File: src/sv/red_blob_centroid_slope_top_assert.svh
// assertion macros shared by the red blob centroid and slope block
`ifndef RED_BLOB_CENTROID_SLOPE_TOP_ASSERT_SVH
`define RED_BLOB_CENTROID_SLOPE_TOP_ASSERT_SVH

// condition implies consequence in the same cycle
`define RBC_ASSERT_IMP(label, clk, rst_n, ante, cons) \
    label: assert property (@(posedge clk) disable iff (!rst_n) (ante) |-> (cons)) \
        else $error("rbc assertion failed");

// condition implies consequence in the next cycle
`define RBC_ASSERT_NXT(label, clk, rst_n, ante, cons) \
    label: assert property (@(posedge clk) disable iff (!rst_n) (ante) |=> (cons)) \
        else $error("rbc assertion failed");

`endif

File: src/sv/rbc_pkg.sv
// types, constants and codes for the red blob centroid and slope block
`timescale 1ns / 1ps
`default_nettype none
package rbc_pkg;

    localparam int COORD_BITS         = 10;
    localparam int CENTROID_FRAC_BITS = 8;
    localparam int SLOPE_FRAC_BITS    = 16;

    localparam int DC_W            = (COORD_BITS > 10 ? COORD_BITS : 10) + 1;
    localparam int MUL_STEPS       = 32;
    localparam int QUO_W           = 32 + SLOPE_FRAC_BITS + 1;
    localparam int DIV_MEAN_ITERS  = 64;
    localparam int DIV_SLOPE_ITERS = 64 + SLOPE_FRAC_BITS + 1;
    localparam int FIFO_DEPTH      = 4;
    localparam int FIFO_AW         = 2;

    localparam logic [20:0] RED_CAP = 21'h100000;

    // register indexes
    localparam logic [1:0] CFG_RED_RATIO  = 2'd0;
    localparam logic [1:0] CFG_CENTER_COL = 2'd1;
    localparam logic [1:0] CFG_CENTER_ROW = 2'd2;

    // result codes
    localparam logic       KIND_MASK       = 1'b0;
    localparam logic       KIND_SUMMARY    = 1'b1;
    localparam logic [1:0] STATUS_OK       = 2'd0;
    localparam logic [1:0] STATUS_NO_RED   = 2'd1;
    localparam logic [1:0] STATUS_DEN_ZERO = 2'd2;

    typedef struct packed {
        logic [7:0] blue_level;
        logic [7:0] green_level;
        logic [7:0] red_level;
        logic [9:0] pixel_col;
        logic [9:0] pixel_row;
        logic       frame_start;
        logic       frame_end;
    } pixel_t;

    typedef struct packed {
        logic               kind;
        logic               is_red;
        logic [20:0]        red_total;
        logic [17:0]        centroid_col_fx;
        logic [17:0]        centroid_row_fx;
        logic signed [31:0] slope_fx;
        logic [1:0]         status;
        logic               last;
    } result_t;

    typedef struct packed {
        logic                  red;
        logic [COORD_BITS-1:0] col;
        logic [COORD_BITS-1:0] row;
        logic                  frame_start;
        logic                  frame_end;
    } entry_t;

    typedef struct packed {
        logic [7:0] red_ratio;
        logic [9:0] center_col;
        logic [9:0] center_row;
    } cfg_t;

endpackage
`default_nettype wire

File: src/sv/rbc_fifo.sv
// short queue of classified pixels between front and back
`timescale 1ns / 1ps
`default_nettype none
module rbc_fifo (
    input  wire logic            clk,
    input  wire logic            rst_n,
    input  wire logic            push,
    input  wire rbc_pkg::entry_t push_entry,
    input  wire logic            pop,
    output logic                 full,
    output logic                 not_empty,
    output rbc_pkg::entry_t      head
);

    rbc_pkg::entry_t             mem [rbc_pkg::FIFO_DEPTH];
    logic [rbc_pkg::FIFO_AW-1:0] wr_ptr_reg;
    logic [rbc_pkg::FIFO_AW-1:0] rd_ptr_reg;
    logic [rbc_pkg::FIFO_AW:0]   count_reg;

    // storage
    always_ff @(posedge clk)
    begin
        if (push)
        begin
            mem[wr_ptr_reg] <= push_entry;
        end
    end

    // pointers and fill count
    always_ff @(posedge clk or negedge rst_n)
    begin
        if (!rst_n)
        begin
            wr_ptr_reg <= '0;
            rd_ptr_reg <= '0;
            count_reg  <= '0;
        end
        else
        begin
            if (push)
            begin
                wr_ptr_reg <= wr_ptr_reg + 1'b1;
            end
            if (pop)
            begin
                rd_ptr_reg <= rd_ptr_reg + 1'b1;
            end
            if (push && !pop)
            begin
                count_reg <= count_reg + 1'b1;
            end
            else if (pop && !push)
            begin
                count_reg <= count_reg - 1'b1;
            end
        end
    end

    assign full      = count_reg == (rbc_pkg::FIFO_AW + 1)'(rbc_pkg::FIFO_DEPTH);
    assign not_empty = count_reg != '0;
    assign head      = mem[rd_ptr_reg];

endmodule
`default_nettype wire

File: config.mk
export PLATFORM = sky130hd
export DESIGN_NAME = rbc_fifo
export DESIGN_NICKNAME = d
export VERILOG_FILES = /design/src/sv/red_blob_centroid_slope_top_assert.svh /design/src/sv/rbc_pkg.sv /design/src/sv/rbc_fifo.sv
export SDC_FILE = /design/constraint.sdc
export NUM_CORES = 1
export LEC_CHECK = 0
export BUFFER_PORTS_ARGS = -buffer_cell sky130_fd_sc_hd__clkbuf_2
export CORE_MARGIN = 5
export CORE_UTILIZATION = 51
export CTS_CLUSTER_SIZE = 30
export DETAILED_ROUTE_END_ITERATION = 10
export GPL_ROUTABILITY_DRIVEN = 0
export PLACE_DENSITY = 0.72
export SETUP_SLACK_MARGIN = 0.5
export SKIP_CTS_REPAIR_TIMING = 1
export SLEW_MARGIN = 20
export SYNTH_ARGS = -nofsm -noshare
export SYNTH_HDL_FRONTEND = slang
export SYNTH_SLANG_ARGS = --single-unit
File: constraint.sdc
create_clock -name clk -period 4.3 [get_ports clk]
set_clock_uncertainty 0.2 [all_clocks]
set_input_delay 0.43 -clock clk [delete_from_list [all_inputs] [get_ports clk]]
set_output_delay 0.43 -clock clk [all_outputs]
set_load 0.1 [all_outputs]
# ---- Word level (Yosys, flattened, before mapping)
# Memories as Yosys holds them, arrays and structs flattened.
# Cells that the tools add are included.
dict set report word_totals {
  out_inout_bits 25
  mem_count 1
  wordCells 19
  in_bits 27
  ram_bits 92
  ff_bits 7
}
dict set report op_classes {
  eq_ne 1
  reduce_logical 6
  add_sub_neg 4
  muxes 4
}
# name words word_bits rd rd_clocked_by_memory_dff write_ports line_no
set mem_list {}
lappend mem_list {mem 4 23 1 0 1 rbc_fifo.sv:15} ;# rbc_pkg::entry_t mem [rbc_pkg::FIFO_DEPTH];
# operator n
set ops {}
lappend ops {{$mux W3} 2}
lappend ops {{$add A2 B1 Y2 const B} 2}
lappend ops {{$add A3 B1 Y3 const B} 1}
lappend ops {{$eq A3 B3 Y1 const B} 1}
lappend ops {{$reduce_bool A3 Y1} 1}
lappend ops {{$sub A3 B1 Y3 const B} 1}
lappend ops {{$logic_and A1 B1 Y1} 2}
lappend ops {{$logic_not A1 Y1} 2}
lappend ops {{$mux W1} 2}
lappend ops {{$reduce_bool A2 Y1} 1}

# ---- Depth between registers and ports, before layout
dict set report depth {
  depth_word 4
  mapped_depth 7
  ltp_nobuf 7
}

# ---- Worst setup path after synthesis
# OpenSTA, ideal clock, no wires.
dict set report synth_path {
  path_type {register to output}
  startpoint {reg count_reg[0] (netlist bit)}
  endpoint {out full}
  path_buffers 0
  path_stages_with_launch 2
  required_ns 3.670
  arrival_time_ns 2.647
  setup_slack_ns 1.023
  path_cell_list {dfrtp_1 > nor3b_1}
}
dict set report synth_via {
  elab_chain_cells 1
}
# element line_no
set synth_rtl {}
lappend synth_rtl {{start, declared} rbc_fifo.sv:18} ;# logic [rbc_pkg::FIFO_AW:0] count_reg;
lappend synth_rtl {{start signal, assigned} rbc_fifo.sv:50} ;# count_reg <= count_reg + 1'b1;
lappend synth_rtl {{start signal, assigned} rbc_fifo.sv:54} ;# count_reg <= count_reg - 1'b1;
lappend synth_rtl {{$eq A3 B3 Y1} rbc_fifo.sv:59} ;# assign full = count_reg == (rbc_pkg::FIFO_AW + 1)'(rbc_pkg::FIFO_DEPTH);
lappend synth_rtl {{end, declared} rbc_fifo.sv:10} ;# output logic full,
# No other way between the ends.

==> out/qor.csv <==
stage,metric,value,unit
placed_design,placed_cells,303,
drt,drt-pass1-iter-count,4,
setup_path,rr_worst_depth,4,
setup_path,cp_max_fo,25,
synth,syn_avg_cell_area,24.2,µm²
floorplan,die_width,95.8,µm
global_routing,gr-usage-all-layers,14.0,%
sta,fin_setup_tns,0,ps
synth,synth_top_area_cell,edfxtp_1,
clock_network,h-tree-depth,3,
setup_path,worstPathArrival,2270,ps
global_routing,antenna_found_initial,0,
global_routing,grt_pass1_vias,1803,
final_layout,instances_no_fill,319,
setup_path,crit_path_end_kind,primary output,
floorplan,start_util,52.1,%
global_routing,grt-ovfl-total,0,
outcome,status,"complete, no violations",
sta,post-route-period-util,67.4,%
global_routing,grt_busiest_layer,met2,
drt,drt_iter0_drc,74,
final_layout,largest_reg_flops,92,
sta,max_clock_freq,0.345,GHz
synth,yosys-top-cells-area,"edfxtp_1 (74%), mux4_2 (11%), dfrtp_1 (4.7%)",
clock_network,cts.path.max_buffers,2,
synth,synth_top_family_by_area,multiplexers,
synth,netlist.area_leader.share,73.5,%
synth,ys_ff_latch,99,
run,cap_violations,0,
clock_network,clk_latency,340,ps
setup_path,crit_path_start_kind,flop,
sta,slew_headroom,31.4,%
sta,report.final.slew_viol_count,0,
setup_path,r2r_slack,2390,ps
clock_network,cts.sinks,99,
setup_path,critPathRequiredTime,3670,ps
global_routing,grt_max_degree,26,
drt,drt_wl_total,5890,µm
final_layout,drive_above_1_share,42.3,%
sta,setup_viol,0,
sta,worst_slew_pin_slew,1030,ps
placed_design,hpwl,3850,µm
final_layout,n_antenna_cell,0,
floorplan,io_pins,52,
placed_design,portBuffers,51,
drt,postRouteAntennaNets,0,
drt,dr_total_vias,1666,
floorplan,core_area,7210,µm²
final_layout,syn_to_final_growth,14.6,%
global_routing,gr-usage-met1,19.2,%
floorplan,fp.dieH,95.8,µm
floorplan,row_count,31,
global_routing,grt_pass1_wl,9200,µm
synth,yosysUniqueCellTypes,19,
sta,rsz0062_at_grt,false,
synth,synth_simple_gate_area_share,1.33,%
clock_network,path_clk_slew,100,ps
synth,syn_area,3760,µm²
clock_network,clock-root-buffer,clkbuf_8,
final_layout,layout.nets,249,
clock_network,cts_tree,done,
synth,synthCells,155,
drt,wire_per_inst,18.5,µm
global_routing,use_met2,21.5,%
synth,syn_nets,188,
sta,hold_viol_final,0,
placed_design,dpl_worst_slack,1740,ps
synth,synth_xor_area_share,1.40,%
clock_network,numCtsBuffers,9,
hold_path,hold_class,in -> reg,
hold_path,whs_endpoint,mem[0][21]$_DFFE_PP_,
synth,yosysWarnings,0,
sta,setup_slack,1400,ps
setup_path,path_class,reg -> out,
drt,route.detailed.drc,0,
global_routing,use_met3,4.22,%
floorplan,die_area,9180,µm²
hold_path,min_from,push_entry[21],
setup_path,r2r_start,wr_ptr_reg[0]$_DFFE_PN0P_,
setup_path,rr_endpoint,mem[0][6]$_DFFE_PP_,
synth,ys_seq_area_share,78.2,%
sta,min_period,2900,ps
synth,synth_compound_area_share,0.133,%
synth,synthMuxAreaShare,14.6,%
synth,synthAdderAreaFrac,2.20,%
drt,vias_per_cell,5.22,
hold_path,hold_depth,1,
final_layout,fillers,539,
-- synth_stat cells --
| master | instances |
|---|---|
| buf_2 | 3 |
| mux2_2 | 1 |
| fa_1 | 1 |
| nor2_1 | 1 |
| mux4_1 | 5 |
| edfxtp_1 | 92 |
| mux4_2 | 18 |
| and2_1 | 4 |
| nand2_1 | 2 |
| inv_1 | 4 |
| dfrtp_1 | 7 |
| ha_1 | 5 |
| buf_6 | 1 |
| buf_12 | 2 |
| xnor2_1 | 2 |
| or3_1 | 1 |
| nor3b_1 | 1 |
| xor2_1 | 4 |
| o21ai_0 | 1 |
-- per-layer routing --
layer | up-vias | wire, µm
li1 | 756 | -
met4 | 0 | 78
met3 | 6 | 343
met1 | 856 | 2710
met2 | 48 | 2760
met5 | - | 0
-- worst max-delay path: stages, from the launching register on --
cell and delay [ps]:
dfrtp_2 890, mux4_1 640, clkbuf_2 380
-- final cells by class --
cell class	count	area, µm²	share of cell area, %
clock buffer	9	124	2.88
clock inverter	6	67.6	1.57
inverter	4	15.0	0.349
multi-input combinational	46	742	17.2
sequential	99	2940	68.2
tap	99	124	2.88
timing repair buffer	56	295	6.86
-- kinds of logic after synthesis --
logic type | after synthesis
AO/OA/AOI/OAI | 1
multiplexers | 24
flip-flops | 99
AND/OR/NAND/NOR | 9
XOR/XNOR | 6
adder cells (fa/ha/maj) | 6
buffers and inverters | 10
-- layout by cell type, fill, tap and decap left out, types with 2 or more instances in the layout --
cell type,n
and2_2,3
buf_4,4
clkbuf_2,51
clkbuf_8,9
clkinv_4,2
clkinvlp_4,2
dfrtp_1,6
edfxtp_1,92
ha_1,5
inv_1,4
mux4_1,5
mux4_2,18
nand2_1,2
xnor2_1,2
xor2_1,4
-- worst max-delay path by stage --
stage                                          from        to  slack, ps  depth (start not counted)
after floorplan            count_reg[0]$_DFFE_PN0P_      full       1020                          1
after global placement    rd_ptr_reg[0]$_DFFE_PN0P_  head[20]       1750                          2
after detailed placement  rd_ptr_reg[0]$_DFFE_PN0P_  head[18]       1740                          2
after CTS                 rd_ptr_reg[0]$_DFFE_PN0P_  head[18]       1330                          2
after global routing      rd_ptr_reg[0]$_DFFE_PN0P_   head[9]       1250                          2
final                     rd_ptr_reg[0]$_DFFE_PN0P_  head[19]       1400                          2
-- through the flow --
stage | hold slack [ps] | utilization, % | instance area, µm²
3_3_place_gp | 81.1 | 56.9 | 4100
3_5_place_dp | 81.8 | 56.9 | 4100
6_report | 102 | 59.7 | 4310
4_1_cts | -298 | 59.5 | 4290
5_1_grt | 82.3 | 59.7 | 4310
2_1_floorplan | -65.6 | - | 3760
Power is left out: the tool's default activity adds up to more than one toggle a clock period on the data nets, which glitch-free logic cannot reach.
