<file path="config.mk">
export PLATFORM = sky130hd
export DESIGN_NAME = rbc_front
export DESIGN_NICKNAME = d
export VERILOG_FILES = /design/src/sv/red_blob_centroid_slope_top_assert.svh /design/src/sv/rbc_pkg.sv /design/src/sv/rbc_front.sv
export SDC_FILE = /design/constraint.sdc
export NUM_CORES = 1
export LEC_CHECK = 0
export ABC_AREA = 1
export BUFFER_PORTS_ARGS = -buffer_cell sky130_fd_sc_hd__buf_2
export CELL_PAD_IN_SITES_DETAIL_PLACEMENT = 1
export CELL_PAD_IN_SITES_GLOBAL_PLACEMENT = 2
export CORE_MARGIN = 2
export CORE_UTILIZATION = 28
export DETAILED_ROUTE_END_ITERATION = 16
export GPL_ROUTABILITY_DRIVEN = 0
export PLACE_DENSITY = 0.82
export SLEW_MARGIN = 20
export SYNTH_ARGS = -nofsm -noshare
export SYNTH_HDL_FRONTEND = slang
export SYNTH_SLANG_ARGS = --single-unit
export TNS_END_PERCENT = 50
</file>
<file path="constraint.sdc">
create_clock -name clk -period 7.45 [get_ports clk]
set_input_delay 1.1175 -clock clk [delete_from_list [all_inputs] [get_ports clk]]
set_output_delay 1.1175 -clock clk [all_outputs]
set_load 0.005 [all_outputs]
</file>
<file path="src/sv/red_blob_centroid_slope_top_assert.svh">
// assertion macros shared by the red blob centroid and slope block
`ifndef RED_BLOB_CENTROID_SLOPE_TOP_ASSERT_SVH
`define RED_BLOB_CENTROID_SLOPE_TOP_ASSERT_SVH

// condition implies consequence in the same cycle
`define RBC_ASSERT_IMP(label, clk, rst_n, ante, cons) \
    label: assert property (@(posedge clk) disable iff (!rst_n) (ante) |-> (cons)) \
        else $error("rbc assertion failed");

// condition implies consequence in the next cycle
`define RBC_ASSERT_NXT(label, clk, rst_n, ante, cons) \
    label: assert property (@(posedge clk) disable iff (!rst_n) (ante) |=> (cons)) \
        else $error("rbc assertion failed");

`endif

</file>
<file path="src/sv/rbc_pkg.sv">
// types, constants and codes for the red blob centroid and slope block
`timescale 1ns / 1ps
`default_nettype none
package rbc_pkg;

    localparam int COORD_BITS         = 10;
    localparam int CENTROID_FRAC_BITS = 8;
    localparam int SLOPE_FRAC_BITS    = 16;

    localparam int DC_W            = (COORD_BITS > 10 ? COORD_BITS : 10) + 1;
    localparam int MUL_STEPS       = 32;
    localparam int QUO_W           = 32 + SLOPE_FRAC_BITS + 1;
    localparam int DIV_MEAN_ITERS  = 64;
    localparam int DIV_SLOPE_ITERS = 64 + SLOPE_FRAC_BITS + 1;
    localparam int FIFO_DEPTH      = 4;
    localparam int FIFO_AW         = 2;

    localparam logic [20:0] RED_CAP = 21'h100000;

    // register indexes
    localparam logic [1:0] CFG_RED_RATIO  = 2'd0;
    localparam logic [1:0] CFG_CENTER_COL = 2'd1;
    localparam logic [1:0] CFG_CENTER_ROW = 2'd2;

    // result codes
    localparam logic       KIND_MASK       = 1'b0;
    localparam logic       KIND_SUMMARY    = 1'b1;
    localparam logic [1:0] STATUS_OK       = 2'd0;
    localparam logic [1:0] STATUS_NO_RED   = 2'd1;
    localparam logic [1:0] STATUS_DEN_ZERO = 2'd2;

    typedef struct packed {
        logic [7:0] blue_level;
        logic [7:0] green_level;
        logic [7:0] red_level;
        logic [9:0] pixel_col;
        logic [9:0] pixel_row;
        logic       frame_start;
        logic       frame_end;
    } pixel_t;

    typedef struct packed {
        logic               kind;
        logic               is_red;
        logic [20:0]        red_total;
        logic [17:0]        centroid_col_fx;
        logic [17:0]        centroid_row_fx;
        logic signed [31:0] slope_fx;
        logic [1:0]         status;
        logic               last;
    } result_t;

    typedef struct packed {
        logic                  red;
        logic [COORD_BITS-1:0] col;
        logic [COORD_BITS-1:0] row;
        logic                  frame_start;
        logic                  frame_end;
    } entry_t;

    typedef struct packed {
        logic [7:0] red_ratio;
        logic [9:0] center_col;
        logic [9:0] center_row;
    } cfg_t;

endpackage
`default_nettype wire

</file>
<file path="src/sv/rbc_front.sv">
// front end: configuration registers and red classification of each pixel
`timescale 1ns / 1ps
`default_nettype none
module rbc_front (
    input  wire logic            clk,
    input  wire logic            rst_n,
    input  wire logic            cfg_valid,
    output logic                 cfg_ready,
    input  wire logic [1:0]      cfg_index,
    input  wire logic [9:0]      cfg_data,
    input  wire logic            in_valid,
    output logic                 in_stall,
    input  wire rbc_pkg::pixel_t pixel,
    input  wire logic            fifo_full,
    output logic                 push,
    output rbc_pkg::entry_t      push_entry,
    output rbc_pkg::cfg_t        cfg
);

    rbc_pkg::cfg_t cfg_reg;
    logic [9:0]    gb_sum;
    logic [8:0]    ratio_p1;
    logic [18:0]   thresh;
    logic [8:0]    red_p1;

    // register writes
    always_ff @(posedge clk or negedge rst_n)
    begin
        if (!rst_n)
        begin
            cfg_reg.red_ratio  <= 8'd10;
            cfg_reg.center_col <= 10'd320;
            cfg_reg.center_row <= 10'd240;
        end
        else if (cfg_valid)
        begin
            case (cfg_index)
                rbc_pkg::CFG_RED_RATIO:  cfg_reg.red_ratio  <= cfg_data[7:0];
                rbc_pkg::CFG_CENTER_COL: cfg_reg.center_col <= cfg_data;
                rbc_pkg::CFG_CENTER_ROW: cfg_reg.center_row <= cfg_data;
                default:                 cfg_reg <= cfg_reg;
            endcase
        end
    end

    assign cfg_ready = 1'b1;
    assign cfg       = cfg_reg;

    // red test r+1 >= (ratio+1)*(g+b+2)
    always_comb
    begin
        gb_sum   = 10'(pixel.green_level) + 10'(pixel.blue_level) + 10'd2;
        ratio_p1 = 9'(cfg_reg.red_ratio) + 9'd1;
        thresh   = 19'(ratio_p1) * 19'(gb_sum);
        red_p1   = 9'(pixel.red_level) + 9'd1;
    end

    // item into the queue
    assign in_stall               = fifo_full;
    assign push                   = in_valid && !fifo_full;
    assign push_entry.red         = 19'(red_p1) >= thresh;
    assign push_entry.col         = rbc_pkg::COORD_BITS'(pixel.pixel_col);
    assign push_entry.row         = rbc_pkg::COORD_BITS'(pixel.pixel_row);
    assign push_entry.frame_start = pixel.frame_start;
    assign push_entry.frame_end   = pixel.frame_end;

endmodule
`default_nettype wire

</file>
# --- Yosys cells after proc, flatten, opt, wreduce, memory -nomap -nowiden ---
# Index checks and enable logic that the tools add are counted.
# W data, S select, Z words.
word_totals:
  register_bits: 28
  out_inout_bits: 54
  word_cells: 17
classes:
  add_sub_neg: 4
  mul: 1
  n_lt_le_gt_ge: 1
  eq_ne: 2
  n_reduce_logical: 6
op_table:
  columns: ["op", "n"]
  rows:
  - ["$ge A9 B19 Y1", 1]
  - ["$mul A9 B10 Y19", 1]
  - ["$add A8 B1 Y9 const B", 2]
  - ["$add A9 B2 Y10 const B", 1]
  - ["$add A8 B8 Y9", 1]
  - ["$reduce_and A2 Y1", 3]
  - ["$eq A2 B1 Y1 const B", 1]
  - ["$eq A2 B2 Y1 const B", 1]
  - ["$logic_not A2 Y1", 1]
  - ["$logic_and A1 B1 Y1", 1]
  - ["$logic_not A1 Y1", 1]

# --- Logic depth before layout (Yosys ltp) ---
# Gate-level depths: netlist of the first run.
logic_depth:
  depth_word: 4
  mapped_depth: 35
  depth_no_buf: 35

# --- Worst setup path after synthesis of the first run ---
# Ideal clock, no wire load.
synth_path:
  kind: "in2out"
  start: "input port pixel[31] in the netlist's numbering"
  end: "output port push_entry[22] in the netlist's numbering"
  arrival_ps: 6449
  required_ps: 6332
  path_slack_ps: -117
  cell_stages: 31
  cell_sequence: "inv_1 ha_1 inv_1 ha_1 inv_1 fa_1 nand3b_1 nand2_1 nand2_1 nand2_1 a21oi_1 or2_1 nand2_2 nor2_1 fa_1 fa_1 inv_1 fa_1 inv_1 fa_1 ha_1 nand2_1 nand3_1 xnor2_1 ha_1 nand3_1 nor3_1 nand3_1 nand2_1 nand3_1 nor2_2"
synth_rtl:
  columns: ["element", "line_no", "rtl"]
  rows:
  - ["start: declaration", "rbc_front.sv:13", "input wire rbc_pkg::pixel_t pixel,"]
  - ["end: declaration", "rbc_front.sv:16", "output rbc_pkg::entry_t push_entry,"]

==> reports/metrics.cfg, run 1 <==
[floorplanning]
ioPinCount=117
dieWidth_microns=141
initial_utilization_pct=28.3
rows=50
core_area_sq_um=18600
die_h_microns=141
die_area_sq_um=19900

[synthesis]
synth_cells=715
yosysSeqAreaShare_pct=13.5
synth_top_cell_by_area=fa_1
synthTopCellsByArea=fa_1, ha_1, nand2_1
synthArstFlopShare_pct=100
synth_top_cell_area_share_pct=22.1
ys_ff_latch=28
post_synth.cell_area_avg_sq_um=7.34
synth-edff-count=0
synth_area_sq_um=5250
synth_nets=901
synth_cell_types=35
ys.flop_type=dfrtp_1
yosys_warnings=0

[routing]
postRouteAntennaNets=0
drtIter0Drc=99
vias=4667
wirelength_microns=14000
vias_per_cell=4.41
wl_per_cell_microns=13.2
drc=0
drt_pass1_iterations=5

[sta]
period_needed_ns=7.64
max_freq_mhz=131
fin_worst_skew_ns=0
setup_ws_ns=-0.188
worst_pin_slew_ns=0.889
slew_headroom_pct=40.5
drv_slew=0
setup_viol=1
hold_viol=0
hold_slack_ns=0.484
post-route-period-util_pct=103
rsz0062_at_grt=yes

[global_routing]
antenna_found_initial=0
overflow=0
grt_use_total_pct=14.7
grt_first_pass_wirelength_microns=24500
grt_max_degree=29
grt_pass1_vias=5274

[layout]
num_antenna_cells=0
layout_common_cells=nand2_1, inv_1, buf_2
drive_gt1_share_pct=31.1
area_growth_pct=27.8
layout_commonest_cell=nand2_1
final_cells=1058
fin_area_sq_um=6710
finish.net_count=1011
nFillCells=2289
largest_reg_flops=28

[worst_setup_path]
end_kind=primary output
crit_arrival_ns=6.52
crit_required_ns=6.33
crit_slowest_cell=fa_1
critical_path.startpoint_type=input pin
cp_max_fo=4
setup.worst_path.class=input pin to primary output
max_stage_delay_ns=0.51

[placement]
dp_hpwl_microns=11700
dp_slack_ns=-0.563
placed_cell_area_sq_um=6080
dpl.cell_count=1040
io_buffers=71

[clock_network]
clk-insertion-delay-late_ns=0.26
cts_tree=built
cts.sinks=28
cts_buffers=3
clk_pin_slew_worst_paths_ns=0.07
clockRootBuffer=clkbuf_16
cts_max_level=1
cts_buffer_depth=2

[worst_hold_path]
min_path_type=register to register

[status]
violations=negative setup slack
status=finished, violations left

[job]
maxCapViolCount=0

## worst max-delay path, delay by kind of cell
kind	cells	cell delay [ns]
xor gates and xnor gates	1	0.16
buffers and inverters	7	0.44
adders and majority gates	9	3.09
and+or+nand+nor	15	1.66
AOI/OAI and AO/OA	1	0.06
## synth_stat cells, types with 6 or more instances
library cell  instances
ha_1                 65
o21ai_0              29
fa_1                 58
dfrtp_1              20
xnor2_1               6
inv_1               155
nor2_2                6
dfstp_2               8
a21oi_1              16
nor2_1               74
nand3_1              24
buf_4                25
xor2_1                9
nand2_1             173
## cells by family (layout without fill, tap and decap cells)
logic type / Yosys count / in the layout / synth area share [%]
fa+ha+maj: 123 / 123 / 37.6
xor+xnor: 17 / 17 / 3.34
buf+inv: 189 / 298 / 15.3
compound gates: 47 / 47 / 4.58
simple gates: 310 / 310 / 25.5
flops: 28 / 28 / 13.5
other cells: 1 / 1 / 0.0714
## stage by stage
| step | util (%) | setup TNS, ns |
|---|---|---|
| final | 36.1 | -0.188 |
| after global placement | 32.7 | -0.389 |
| after global routing | 36.1 | -0.505 |
| after detailed placement | 32.7 | -0.563 |
| after CTS | 34.8 | -0.292 |
| after floorplan | - | 0 |
## path summary, 6_finish.rpt
check	startpoint	endpoint	slack (ns)	depth (start not counted)
max	pixel[31]	push_entry[22]	-0.19	33
min	cfg[19]	cfg[19]	0.48	2
max reg2reg	cfg[23]	cfg[23]	6.56	2
min reg2reg	cfg[19]	cfg[19]	0.48	2
max in group asynchronous	rst_n	cfg[25]	6.17	1
min in group asynchronous	rst_n	cfg[19]	0.87	1
## layer usage
| metal | vias to the layer above | track usage, % | share of wire, % |
|---|---|---|---|
| li1 | 2351 | - | - |
| met1 | 2240 | 19.2 | 45 |
| met2 | 66 | 27.3 | 50 |
| met3 | 10 | 1.46 | 3.5 |
| met4 | 0 | 1.42 | 0.92 |
| met5 | - | 0 | 0 |
## repair_timing
item | in CTS | in global routing
endpoints found under the hold margin | 0 | 0
pin swaps | 32 | 63
buffers inserted | 9 | 6
gates resized for setup | 44 | 67
hold buffers | 0 | 0
endpoints found under the setup margin | 1 | 1
## area by class of cell
| cell class | instances | area (sq um) | share of cell area (%) |
|---|---|---|---|
| multi-input cells | 498 | 4120 | 61.4 |
| clock buffers | 3 | 75.1 | 1.12 |
| well taps | 234 | 293 | 4.36 |
| clock inverters | 1 | 30.0 | 0.448 |
| inverters | 159 | 611 | 9.10 |
| repair buffers | 135 | 867 | 12.9 |
| flip-flops and latches | 28 | 711 | 10.6 |
Power of run 1 is left out: the tool's default activity adds up to more than one toggle a clock period on the data nets, which glitch-free logic cannot reach.
==> inputs of run 2 (changes only) <==
CORE_MARGIN = default   (was 2)
==> reports/metrics.cfg, run 2 (synthesized netlist as in run 1, its figures left out) <==
[worst_setup_path]
crit_arrival_ns=6.50  ; -0.02 ns
rr_startpoint=cfg[23]
max_stage_delay_ns=0.60  ; +0.09 ns
crit_required_ns=6.33  ; about the same
setup.worst_path.class=input pin to primary output
rr_worst_depth=2  ; unchanged
critical_path.startpoint_type=input pin
r2r_end=cfg[23]
cp_max_fo=4  ; unchanged
crit_end=push_entry[22]
startpoint=pixel[39]
end_kind=primary output
reg2reg_slack_ns=6.59  ; +0.03 ns
worst_path_most_repeated_cell=nand2_2
crit_slowest_cell=fa_1

[routing]
wirelength_microns=13700  ; -2.3%
wl_per_cell_microns=13.0  ; -1.4%
drt_pass1_iterations=12  ; +7
drtIter0Drc=118  ; +19%
vias=4660  ; -0.15%
drc=0  ; unchanged
postRouteAntennaNets=0  ; unchanged
vias_per_cell=4.44  ; +0.71%

[global_routing]
grt_use_total_pct=14.9  ; +0.25 points
grt_first_pass_wirelength_microns=24100  ; -1.6%
overflow=0  ; unchanged
grt_max_degree=29  ; unchanged
grt_pass1_vias=5167  ; -2.0%
antenna_found_initial=0  ; unchanged

[status]
status=finished, violations left
violations=negative setup slack

[sta]
worst_pin_slew_ns=0.822  ; -0.0673 ns
hold_slack_ns=0.483  ; -0.00140 ns
rsz0062_at_grt=yes
slew_headroom_pct=45.0  ; +4.5 points
fin_setup_tns_ns=-0.168  ; +0.0198 ns
setup_viol=1  ; unchanged
max_freq_mhz=131  ; +0.26%
fin_worst_skew_ns=0  ; unchanged
period_needed_ns=7.62  ; -0.0198 ns
hold_viol=0  ; unchanged
drv_slew=0  ; unchanged
post-route-period-util_pct=102  ; -0.27 points
setup_ws_ns=-0.168  ; +0.0198 ns

[placement]
placed_cell_area_sq_um=6060  ; -0.39%
dp_hpwl_microns=11600  ; -1.0%
io_buffers=71  ; unchanged
dpl.cell_count=1031  ; -0.87%

[floorplanning]
ioPinCount=117  ; unchanged
core_area_sq_um=18100  ; -2.3%
rows=49  ; -2.0%
initial_utilization_pct=28.9  ; +0.67 points
die_h_microns=139  ; -1.4%
die_area_sq_um=19300  ; -2.8%
dieWidth_microns=139  ; -1.4%

[clock_network]
cts.sinks=28  ; unchanged
cts_buffers=3  ; unchanged
clockRootBuffer=clkbuf_16
cts_tree=built
cts_max_level=1  ; unchanged
clk-insertion-delay-late_ns=0.26  ; about the same
cts_buffer_depth=2  ; unchanged
clk_pin_slew_worst_paths_ns=0.07  ; about the same
hold_buffers=0  ; unchanged

[layout]
fin_area_sq_um=6620  ; -1.3%
layout_commonest_cell=nand2_1
layout_common_cells=nand2_1, inv_1, nor2_1, buf_2
area_growth_pct=26.1
final_cells=1049  ; -0.85%
finish.net_count=1007  ; -0.40%
num_antenna_cells=0  ; unchanged
drive_gt1_share_pct=29.3  ; -1.8 points
largest_reg_flops=28  ; unchanged

[job]
maxCapViolCount=0  ; unchanged

[worst_hold_path]
min_path_type=register to register

## run 2: worst max-delay path, delay by kind of cell
| kind | cells | cell delay [ns] |
|---|---|---|
| buffers and inverters | 9 | 0.69 |
| AO/OA/AOI/OAI | 1 | 0.05 |
| AND/OR/NAND/NOR | 13 | 1.37 |
| adder cells (fa/ha/maj) | 9 | 3.14 |
| XOR/XNOR | 1 | 0.14 |
## run 2: per-stage QoR
| stage | util [%] | worst slack (ns) |
|---|---|---|
| after global placement | 33.4 | -0.424 |
| final | 36.5 | -0.168 |
| after floorplan | - | 0.0241 |
| after CTS | 35.3 | -0.292 |
| after global routing | 36.5 | -0.456 |
| after detailed placement | 33.4 | -0.529 |
## run 2: worst min-delay path by stage
stage	depth (start not counted)	from	slack [ns]	to
6_report	2	cfg[19]	0.48	cfg[19]
3_3_place_gp	2	cfg[3]	0.46	cfg[3]
5_1_grt	2	cfg[5]	0.51	cfg[5]
2_1_floorplan	2	cfg[0]	0.48	cfg[0]
3_5_place_dp	2	cfg[3]	0.47	cfg[3]
4_1_cts	2	cfg[11]	0.49	cfg[11]
## run 2: area by class of cell
cell class | instances | area, sq um
fillers | 2283 | 11500
multi-input cells | 498 | 4070
repair buffers | 131 | 842
flip-flops and latches | 28 | 711
inverters | 159 | 606
well taps | 229 | 287
clock buffers | 3 | 75.1
clock inverters | 1 | 30.0
## run 2: metal layers
| metal | up-vias | GRT usage (%) | wire length (microns) |
|---|---|---|---|
| met2 | 62 | 27.7 | 6880 |
| met4 | 0 | 1.17 | 30 |
| li1 | 2341 | - | - |
| met3 | 6 | 1.10 | 374 |
| met5 | - | 0 | 0 |
| met1 | 2251 | 19.6 | 6370 |
## run 2: what timing repair did
action | 4_1_cts | 5_1_grt
resized for setup | 35 | 52
setup endpoints to repair | 1 | 1
pin swaps | 25 | 58
buffers inserted | 9 | 5
Power of run 2 is left out for the same reason.
